### config.mk
export PLATFORM = sky130hd
export DESIGN_NAME = scope_trace_column_rasterizer_top
export DESIGN_NICKNAME = d
export VERILOG_FILES = /design/src/design/stcr_pkg.sv /design/src/design/stcr_draw_decide.sv /design/src/design/scope_trace_column_rasterizer_top.sv
export SDC_FILE = /design/constraint.sdc
export NUM_CORES = 2
export LEC_CHECK = 0
export BUFFER_PORTS_ARGS = -buffer_cell sky130_fd_sc_hd__buf_2
export CAP_MARGIN = 20
export CORE_ASPECT_RATIO = 0.8
export CORE_MARGIN = 2
export CORE_UTILIZATION = 30
export DETAILED_ROUTE_END_ITERATION = 8
export HOLD_SLACK_MARGIN = 0.06
export SYNTH_ARGS = -nofsm -noshare
export SYNTH_HDL_FRONTEND = slang
export SYNTH_SLANG_ARGS = --single-unit
### constraint.sdc
create_clock -name clk -period 7.45 [get_ports clk]
set_clock_uncertainty 0.1 [all_clocks]
set_input_delay 0.3725 -clock clk [delete_from_list [all_inputs] [get_ports clk]]
set_output_delay 0.3725 -clock clk [all_outputs]
set_load 0.01 [all_outputs]
### src/design/stcr_pkg.sv
package stcr_pkg;

  // Trace geometry
  localparam int TRACE_COLUMNS = 280;

  // Field widths
  localparam int CODE_W  = 8;
  localparam int COL_W   = 11;
  localparam int ROW_W   = 12;
  localparam int GAIN_W  = 24;
  localparam int POS_W   = 10;
  localparam int CFG_IDX_W  = 3;
  localparam int CFG_DATA_W = 24;

  // Row arithmetic widths: (code diff) x gain, then bottom row offset added
  localparam int PROD_W = CODE_W + 1 + GAIN_W + 1;
  localparam int NUM_W  = PROD_W + 1;
  localparam int FRAC_W = 16;
  localparam int RAW_W  = NUM_W - FRAC_W;

  // Configuration register indexes
  localparam logic [CFG_IDX_W-1:0] CFG_CODE_FLOOR  = 3'd0;
  localparam logic [CFG_IDX_W-1:0] CFG_MAX_VALUE   = 3'd1;
  localparam logic [CFG_IDX_W-1:0] CFG_LEFT_COLUMN = 3'd2;
  localparam logic [CFG_IDX_W-1:0] CFG_BOTTOM_ROW  = 3'd3;
  localparam logic [CFG_IDX_W-1:0] CFG_ROW_GAIN    = 3'd4;
  localparam logic [CFG_IDX_W-1:0] CFG_POINTS_ONLY = 3'd5;
  localparam logic [CFG_IDX_W-1:0] CFG_PEAK_MODE   = 3'd6;

  // Draw command codes
  localparam logic [1:0] DRAW_POINT  = 2'd0;
  localparam logic [1:0] DRAW_SPAN   = 2'd1;
  localparam logic [1:0] DRAW_POINTS = 2'd2;

  typedef struct packed {
    logic [CODE_W-1:0] sample_first;
    logic [CODE_W-1:0] sample_second;
    logic              frame_start;
  } in_item_t;

  typedef struct packed {
    logic [COL_W-1:0]        column_x;
    logic signed [ROW_W-1:0] row_a;
    logic signed [ROW_W-1:0] row_b;
    logic [1:0]              draw_op;
  } out_item_t;

  // Draw mode that travels with an item down the pipeline
  typedef struct packed {
    logic peak;
    logic points_only;
  } draw_ctrl_t;

endpackage

### src/design/stcr_draw_decide.sv
module stcr_draw_decide (
  input  stcr_pkg::draw_ctrl_t                   ctrl,
  input  logic [stcr_pkg::COL_W-1:0]             column_x,
  input  logic signed [stcr_pkg::RAW_W-1:0]      row0,
  input  logic signed [stcr_pkg::RAW_W-1:0]      row1,
  input  logic signed [stcr_pkg::RAW_W-1:0]      row2,
  input  logic signed [stcr_pkg::RAW_W-1:0]      row3,
  output stcr_pkg::out_item_t                    item
);

  localparam int EXT_W = stcr_pkg::RAW_W + 1;

  function automatic logic signed [stcr_pkg::ROW_W-1:0] sat_row(
    input logic signed [EXT_W-1:0] r
  );
    logic signed [EXT_W-1:0] lo;
    logic signed [EXT_W-1:0] hi;
    lo = -(EXT_W'(1) <<< (stcr_pkg::ROW_W - 1));
    hi = (EXT_W'(1) <<< (stcr_pkg::ROW_W - 1)) - EXT_W'(1);
    if (r < lo) begin
      sat_row = lo[stcr_pkg::ROW_W-1:0];
    end else if (r > hi) begin
      sat_row = hi[stcr_pkg::ROW_W-1:0];
    end else begin
      sat_row = r[stcr_pkg::ROW_W-1:0];
    end
  endfunction

  logic signed [EXT_W-1:0] r0;
  logic signed [EXT_W-1:0] r1;
  logic signed [EXT_W-1:0] r2;
  logic signed [EXT_W-1:0] r3;
  logic signed [EXT_W-1:0] up;
  logic signed [EXT_W-1:0] dn;
  logic signed [EXT_W-1:0] a;
  logic signed [EXT_W-1:0] b;
  logic [1:0]              op;

  assign r0 = EXT_W'(row0);
  assign r1 = EXT_W'(row1);
  assign r2 = EXT_W'(row2);
  assign r3 = EXT_W'(row3);

  // Widen the held peak span toward the next column's span
  always_comb begin
    up = (r3 < r0) ? r3 + EXT_W'(1) : r0;
    dn = (r2 > r1) ? r2 - EXT_W'(1) : r1;
  end

  // Pick the command: row0 is the held row, row1 the join target in normal mode
  always_comb begin
    a  = r0;
    b  = '0;
    op = stcr_pkg::DRAW_POINT;
    if (ctrl.peak) begin
      a = up;
      if (ctrl.points_only) begin
        b  = dn;
        op = stcr_pkg::DRAW_POINTS;
      end else if (up != dn) begin
        b  = dn;
        op = stcr_pkg::DRAW_SPAN;
      end
    end else if (!ctrl.points_only) begin
      if (r1 < r0) begin
        b  = r1 + EXT_W'(1);
        op = stcr_pkg::DRAW_SPAN;
      end else if (r1 > r0) begin
        b  = r1 - EXT_W'(1);
        op = stcr_pkg::DRAW_SPAN;
      end
    end
  end

  assign item.column_x = column_x;
  assign item.row_a    = sat_row(a);
  assign item.row_b    = sat_row(b);
  assign item.draw_op  = op;

endmodule

### src/design/scope_trace_column_rasterizer_top.sv
// Channel | Signals                          | Moves
// --------+----------------------------------+-----------------------------------
// input   | in_valid, in_ready, in_item      | one screen column (sample or pair)
// output  | out_valid, out_ready, out_item   | one draw command for a held column
// config  | cfg_we, cfg_index, cfg_wdata     | one register write, no wait
//
// One item is accepted per cycle while in_ready is high. A draw command shows on
// out_valid once the item completing its column has been accepted, through four
// register stages: code select, multiply by row_gain, row scaling, then draw
// decision into the output register.
// Reset is synchronous; config returns to defaults and no column is held.
// A stalled output backs up stage by stage; in_ready drops only while all
// four stages hold commands and out_ready is low. Items that draw nothing
// leave no bubble.
module scope_trace_column_rasterizer_top (
  input  logic                                 clk,
  input  logic                                 rst_n,
  input  logic                                 in_valid,
  output logic                                 in_ready,
  input  stcr_pkg::in_item_t                   in_item,
  output logic                                 out_valid,
  input  logic                                 out_ready,
  output stcr_pkg::out_item_t                  out_item,
  input  logic                                 cfg_we,
  input  logic [stcr_pkg::CFG_IDX_W-1:0]       cfg_index,
  input  logic [stcr_pkg::CFG_DATA_W-1:0]      cfg_wdata
);

  localparam int CW = stcr_pkg::CODE_W;

  function automatic logic [CW-1:0] clamp_code(
    input logic [CW-1:0] v,
    input logic [CW-1:0] lo,
    input logic [CW-1:0] hi
  );
    if (v < lo) begin
      clamp_code = lo;
    end else if (v > hi) begin
      clamp_code = hi;
    end else begin
      clamp_code = v;
    end
  endfunction

  // Configuration registers
  logic [CW-1:0]                   code_floor_r;
  logic [CW-1:0]                   max_value_r;
  logic [stcr_pkg::POS_W-1:0]      left_column_r;
  logic [stcr_pkg::POS_W-1:0]      bottom_row_r;
  logic [stcr_pkg::GAIN_W-1:0]     row_gain_r;
  logic                            points_only_r;
  logic                            peak_mode_r;

  // Held column
  logic [CW-1:0]                   held_first_r;
  logic [CW-1:0]                   held_second_r;
  logic                            held_valid_r;
  logic [stcr_pkg::COL_W-1:0]      col_idx_r;
  logic [stcr_pkg::COL_W-1:0]      col_idx_nxt;

  // Pipeline
  logic                            s1_valid_r;
  logic                            s2_valid_r;
  logic                            s3_valid_r;
  logic                            out_valid_r;
  logic                            rdy1;
  logic                            rdy2;
  logic                            rdy3;
  logic                            rdy4;
  logic                            accept;
  logic                            draw_en;

  logic [CW-1:0]                   code_nxt [4];
  logic [CW-1:0]                   s1_code_r [4];
  logic [stcr_pkg::COL_W-1:0]      col_x_nxt;
  logic [stcr_pkg::COL_W-1:0]      s1_col_r;
  logic [stcr_pkg::COL_W-1:0]      s2_col_r;
  logic [stcr_pkg::COL_W-1:0]      s3_col_r;
  stcr_pkg::draw_ctrl_t            ctrl_nxt;
  stcr_pkg::draw_ctrl_t            s1_ctrl_r;
  stcr_pkg::draw_ctrl_t            s2_ctrl_r;
  stcr_pkg::draw_ctrl_t            s3_ctrl_r;

  logic signed [stcr_pkg::PROD_W-1:0] prod_nxt [4];
  logic signed [stcr_pkg::PROD_W-1:0] s2_prod_r [4];
  logic signed [stcr_pkg::RAW_W-1:0]  row_nxt [4];
  logic signed [stcr_pkg::RAW_W-1:0]  s3_row_r [4];
  stcr_pkg::out_item_t                item_nxt;
  stcr_pkg::out_item_t                out_item_r;

  logic [CW-1:0] h_lo;
  logic [CW-1:0] h_hi;
  logic [CW-1:0] n_lo;
  logic [CW-1:0] n_hi;
  logic [CW-1:0] hc1;
  logic [CW-1:0] hc2;
  logic [CW-1:0] nc1;
  logic [CW-1:0] nc2;
  logic          held_has;
  logic          new_has;

  // Stage readiness: a stage takes new data when empty or draining
  assign rdy4     = !out_valid_r || out_ready;
  assign rdy3     = !s3_valid_r || rdy4;
  assign rdy2     = !s2_valid_r || rdy3;
  assign rdy1     = !s1_valid_r || rdy2;
  assign in_ready = rdy1;
  assign accept   = in_valid && in_ready;

  // Write configuration
  always_ff @(posedge clk) begin
    if (!rst_n) begin
      code_floor_r  <= CW'(2);
      max_value_r   <= CW'(252);
      left_column_r <= '0;
      bottom_row_r  <= '0;
      row_gain_r    <= stcr_pkg::GAIN_W'(65536);
      points_only_r <= 1'b0;
      peak_mode_r   <= 1'b0;
    end else if (cfg_we) begin
      case (cfg_index)
        stcr_pkg::CFG_CODE_FLOOR:  code_floor_r  <= cfg_wdata[CW-1:0];
        stcr_pkg::CFG_MAX_VALUE:   max_value_r   <= cfg_wdata[CW-1:0];
        stcr_pkg::CFG_LEFT_COLUMN: left_column_r <= cfg_wdata[stcr_pkg::POS_W-1:0];
        stcr_pkg::CFG_BOTTOM_ROW:  bottom_row_r  <= cfg_wdata[stcr_pkg::POS_W-1:0];
        stcr_pkg::CFG_ROW_GAIN:    row_gain_r    <= cfg_wdata[stcr_pkg::GAIN_W-1:0];
        stcr_pkg::CFG_POINTS_ONLY: points_only_r <= cfg_wdata[0];
        stcr_pkg::CFG_PEAK_MODE:   peak_mode_r   <= cfg_wdata[0];
        default: ;
      endcase
    end
  end

  // Clamp and sort held and new pairs; decide whether the held column draws
  always_comb begin
    hc1  = clamp_code(held_first_r, code_floor_r, max_value_r);
    hc2  = clamp_code(held_second_r, code_floor_r, max_value_r);
    nc1  = clamp_code(in_item.sample_first, code_floor_r, max_value_r);
    nc2  = clamp_code(in_item.sample_second, code_floor_r, max_value_r);
    h_lo = (hc1 < hc2) ? hc1 : hc2;
    h_hi = (hc1 < hc2) ? hc2 : hc1;
    new_has  = (in_item.sample_first != '0) && (in_item.sample_second != '0);
    n_lo = new_has ? ((nc1 < nc2) ? nc1 : nc2) : h_lo;
    n_hi = new_has ? ((nc1 < nc2) ? nc2 : nc1) : h_hi;
    held_has = peak_mode_r ? (held_first_r != '0) && (held_second_r != '0)
                           : (held_first_r != '0);
    draw_en  = held_valid_r && !in_item.frame_start && held_has &&
               (col_idx_r < stcr_pkg::COL_W'(stcr_pkg::TRACE_COLUMNS));
    if (peak_mode_r) begin
      code_nxt[0] = h_hi;
      code_nxt[1] = h_lo;
      code_nxt[2] = n_hi;
      code_nxt[3] = n_lo;
    end else begin
      code_nxt[0] = hc1;
      code_nxt[1] = in_item.sample_first;
      code_nxt[2] = hc1;
      code_nxt[3] = hc1;
    end
    ctrl_nxt.peak        = peak_mode_r;
    ctrl_nxt.points_only = points_only_r;
    col_x_nxt = stcr_pkg::COL_W'(left_column_r) + col_idx_r;
    if (in_item.frame_start || !held_valid_r) begin
      col_idx_nxt = '0;
    end else if (col_idx_r != '1) begin
      col_idx_nxt = col_idx_r + stcr_pkg::COL_W'(1);
    end else begin
      col_idx_nxt = col_idx_r;
    end
  end

  // Hold the new column
  always_ff @(posedge clk) begin
    if (!rst_n) begin
      held_first_r  <= '0;
      held_second_r <= '0;
      held_valid_r  <= 1'b0;
      col_idx_r     <= '0;
    end else if (accept) begin
      held_first_r  <= in_item.sample_first;
      held_second_r <= in_item.sample_second;
      held_valid_r  <= 1'b1;
      col_idx_r     <= col_idx_nxt;
    end
  end

  // Scale: (floor - code) * row_gain, one 9 x 25 bit signed multiply per code lane
  always_comb begin
    logic signed [CW:0]                  diff;
    logic signed [stcr_pkg::GAIN_W:0]    gain_s;
    gain_s = $signed({1'b0, row_gain_r});
    for (int i = 0; i < 4; i++) begin
      diff        = $signed({1'b0, code_floor_r}) - $signed({1'b0, s1_code_r[i]});
      prod_nxt[i] = stcr_pkg::PROD_W'(diff) * stcr_pkg::PROD_W'(gain_s);
    end
  end

  // Add the bottom row and drop the fraction, rounding toward zero
  always_comb begin
    logic signed [stcr_pkg::NUM_W-1:0] num;
    for (int i = 0; i < 4; i++) begin
      num = stcr_pkg::NUM_W'($signed({1'b0, bottom_row_r, {stcr_pkg::FRAC_W{1'b0}}})) +
            stcr_pkg::NUM_W'(s2_prod_r[i]);
      row_nxt[i] = num[stcr_pkg::NUM_W-1:stcr_pkg::FRAC_W];
      if (num[stcr_pkg::NUM_W-1] && (num[stcr_pkg::FRAC_W-1:0] != '0)) begin
        row_nxt[i] = row_nxt[i] + stcr_pkg::RAW_W'(1);
      end
    end
  end

  stcr_draw_decide u_decide (
    .ctrl     (s3_ctrl_r),
    .column_x (s3_col_r),
    .row0     (s3_row_r[0]),
    .row1     (s3_row_r[1]),
    .row2     (s3_row_r[2]),
    .row3     (s3_row_r[3]),
    .item     (item_nxt)
  );

  // Advance pipeline valid bits
  always_ff @(posedge clk) begin
    if (!rst_n) begin
      s1_valid_r  <= 1'b0;
      s2_valid_r  <= 1'b0;
      s3_valid_r  <= 1'b0;
      out_valid_r <= 1'b0;
    end else begin
      if (rdy1) begin
        s1_valid_r <= accept && draw_en;
      end
      if (rdy2) begin
        s2_valid_r <= s1_valid_r;
      end
      if (rdy3) begin
        s3_valid_r <= s2_valid_r;
      end
      if (rdy4) begin
        out_valid_r <= s3_valid_r;
      end
    end
  end

  // Advance pipeline payload
  always_ff @(posedge clk) begin
    if (rdy1) begin
      s1_code_r <= code_nxt;
      s1_col_r  <= col_x_nxt;
      s1_ctrl_r <= ctrl_nxt;
    end
    if (rdy2) begin
      s2_prod_r <= prod_nxt;
      s2_col_r  <= s1_col_r;
      s2_ctrl_r <= s1_ctrl_r;
    end
    if (rdy3) begin
      s3_row_r  <= row_nxt;
      s3_col_r  <= s2_col_r;
      s3_ctrl_r <= s2_ctrl_r;
    end
    if (rdy4) begin
      out_item_r <= item_nxt;
    end
  end

  assign out_valid = out_valid_r;
  assign out_item  = out_item_r;

endmodule

==> summary.md <==
| Metric | Value |
|---|---|
| Worst vdd ir | `0.187 mV` |
| Data required time of the worst path | `7.73 ns` |
| Final Cycle Share | `98.4%` |
| Number of cell rows | `137` |
| Die W | `474 um` |
| Final Max Tran Viols | `0` |
| Vias per inst | `5.06` |
| Crit path kind | `flip-flop to flip-flop` |
| RSZ-0062 raised after global routing | `yes` |
| CTS tree | `done` |
| Number of detailed-route iterations in the first pass | `6` |
| # clock sinks | `414` |
| WL final | `155000 um` |
| Pwr Total | `17.3 mW` |
| Drt first-iter violations | `3430` |
| Worst Setup End Kind | `flip-flop` |
| GPL Wtd Cong | `0.941` |
| Core Region | `175000 um^2` |
| Slowest CP cell | `fa_1` |
| Rel. slew slack | `21.5%` |
| Post-Synthesis Cell Area | `53000 um^2` |
| Startpoint types | `flip-flop` |
| Outcome | `finished clean` |
| Largest net degree at the start of global routing | `87` |
| R2R Setup Slk | `0.12 ns` |
| Initial antenna violation count | `4` |
| All-Layer GR Usage | `17.0%` |
| Hold Fails Final Rpt | `0` |
| Layout cells sized above 1 | `11.4%` |
| Vias | `41333` |
| Number of diodes | `0` |
| Global-route wire length before repair | `242000 um` |
| Power Dens Cells | `284 nW/um^2` |
| Number of setup violations in the final report | `0` |
| Leakage | `28.1 nW` |
| Post-synth ARST share | `0%` |
| Vert. Die Dim | `380 um` |
| Worst skew pair latency | `0.66 ns` |
| Detailed placer's ending HPWL | `124000 um` |
| Initial cell density of the core | `30.3%` |
| Drt drc | `0` |
| DR WL/cell | `19.0 um` |
| CTS Root Cell | `clkbuf_16` |
| Port bufs | `87` |
| Critical path peak fanout | `3` |
| Worst path arrival time | `7.61 ns` |
| FMAX | `0.136 GHz` |
| Nets@finish | `7072` |
| Register area share after synthesis | `21.7%` |
| Setup tns final | `0 ns` |
| Synth Register Bits | `414` |
| Synth unique cells | `87` |
| Yosys warnings | `0` |
| Mapped Nets | `6820` |
| Slew @ Worst Pin | `1.17 ns` |
| Clock-pin slew on the worst setup and hold paths | `0.06 ns` |
| Syn_area_per_cell | `9.50 um^2` |
| EDFF count, synth | `320` |
| Tmin final | `7.33 ns` |
| Clock buffer depth | `3` |
| Post-route ant nets | `0` |
| CP max stage delay | `0.56 ns` |
| Htree depth | `2` |
| MaxCap Viol Count | `0` |
| Vias in the first global route | `41948` |
| Post-Synthesis Cells | `5577` |
| Main synth FF type | `edfxtp_1` |
| Die area | `180000 um^2` |
| Synthesis-to-layout area growth | `14.9%` |
| Tightest Hold Check Type | `input port to flip-flop` |
| IO Count | `88` |
| Number of CTS-inserted buffers | `48` |
| Top cell by count, worst path | `fa_1` |
| Final global-route overflow total | `0` |
## flip-flops by register name, indices dropped and copies added (netlist names), 11 cells and up
signal,cells
s2_col_r,11
s3_row_r,76
s3_col_r,11
out_item,37
s1_col_r,11
s1_code_r,32
row_gain_r,24
s2_prod_r,136
col_idx_r,11
## layout by cell type, fill, tap and decap left out, types with 189 or more instances in the layout
cell type | netlist | routed
nand2b_1 | 201 | 201
edfxtp_1 | 320 | 320
buf_4 | 2 | 280
xnor2_1 | 197 | 189
and2_1 | 431 | 430
ha_1 | 565 | 549
fa_1 | 629 | 622
nand2_1 | 536 | 534
nor2_1 | 261 | 259
inv_1 | 580 | 570
## metrics by stage
step                std cells  setup WS [ns]  hold slack (ns)  util, %  area, um^2
floorplan                5577        0.00447            0.300        -       53000
global placement         7992         -0.366            0.301     32.9       57600
detailed placement       7992         -0.343            0.306     32.9       57600
CTS                      8137        0.00114           0.0848     34.3       59900
global route             8162         -0.175            0.134     34.8       60900
finish                   8162          0.122            0.123     34.8       60900
## cell families after synthesis
| logic type | count (synthesis) | synth area share (%) |
|---|---|---|
| xor gates and xnor gates | 297 | 4.91 |
| AOI/OAI and AO/OA | 862 | 10.5 |
| buffers and inverters | 817 | 5.83 |
| adders and majority gates | 1194 | 37.1 |
| DFF | 414 | 21.7 |
| and+or+nand+nor | 1939 | 18.9 |
| muxes | 54 | 1.05 |
## routing by layer
layer  track usage (%)  part of all wire, %  up-vias  wire length [um]
met3              2.65                  7.8      186             12100
met1              25.9                   49    20612             75400
met4              3.21                  1.9        0              2900
li1                  -                    -    19223                 -
met5                 0                    0        -                 0
met2              25.2                   42     1312             64300
## where the power goes
part	switching, mW	internal (mW)	total, mW	leakage [nW]
Clock	1.11	1.46	2.57	0.796
Combinational	6.22	4.38	10.6	22.9
Sequential	0.707	3.44	4.14	4.31
## cells in the mapped netlist, drive strengths merged (40+ instances only)
cell type / number / area, um^2
nand4: 58 / 363
and2: 432 / 2700
edfxtp: 320 / 9610
nand2: 536 / 2010
nand2b: 201 / 1260
xnor2: 197 / 1730
nand3: 114 / 571
clkbuf: 217 / 815
a21boi: 83 / 634
nor3: 84 / 420
ha: 565 / 7070
inv: 580 / 2180
fa: 629 / 12600
o21ai: 215 / 1080
xor2: 100 / 876
nor2: 261 / 980
a21oi: 205 / 1030
and3: 42 / 263
a21o: 89 / 668
nor2b: 72 / 450
mux2i: 45 / 450
dfxtp: 94 / 1880
nor4: 40 / 265
a31oi: 40 / 250
## worst paths after layout
kind	start	end	depth (start not counted)
setup / recovery	s1_code_r[25]$_DFFE_PN_	s2_prod_r[132]$_DFFE_PP_	32
hold / removal	out_ready	out_valid$_SDFFE_PN0P_	3
setup reg to reg	s1_code_r[25]$_DFFE_PN_	s2_prod_r[132]$_DFFE_PP_	32
hold reg to reg	s3_col_r[10]$_DFFE_PP_	out_item[36]$_DFFE_PP_	0
## critical path, delay by kind of cell (launching register included)
family	cells	cell delay [ns]
AOI/OAI and AO/OA	15	2.53
xor gates and xnor gates	2	0.27
adders and majority gates	7	3.15
buffers and inverters	4	0.22
DFF	1	0.39
and+or+nand+nor	4	0.41
## area by class of cell
cell class	count	area [um^2]
clock buffer	58	1320
clock inverter	32	369
fill	17572	114000
inverter	580	2180
multi-input combinational	4346	39300
sequential	414	11500
tap	2293	2870
timing repair buffer	439	3380
## repair_timing
item,in CTS,in global routing
setup buffers,12,23
gates cloned,0,1
hold endpoints to repair,77,0
pin swaps,23,127
resized for setup,41,162
hold buffers,43,0
setup endpoints to repair,16,38
Power figures use the tool's default switching activity.
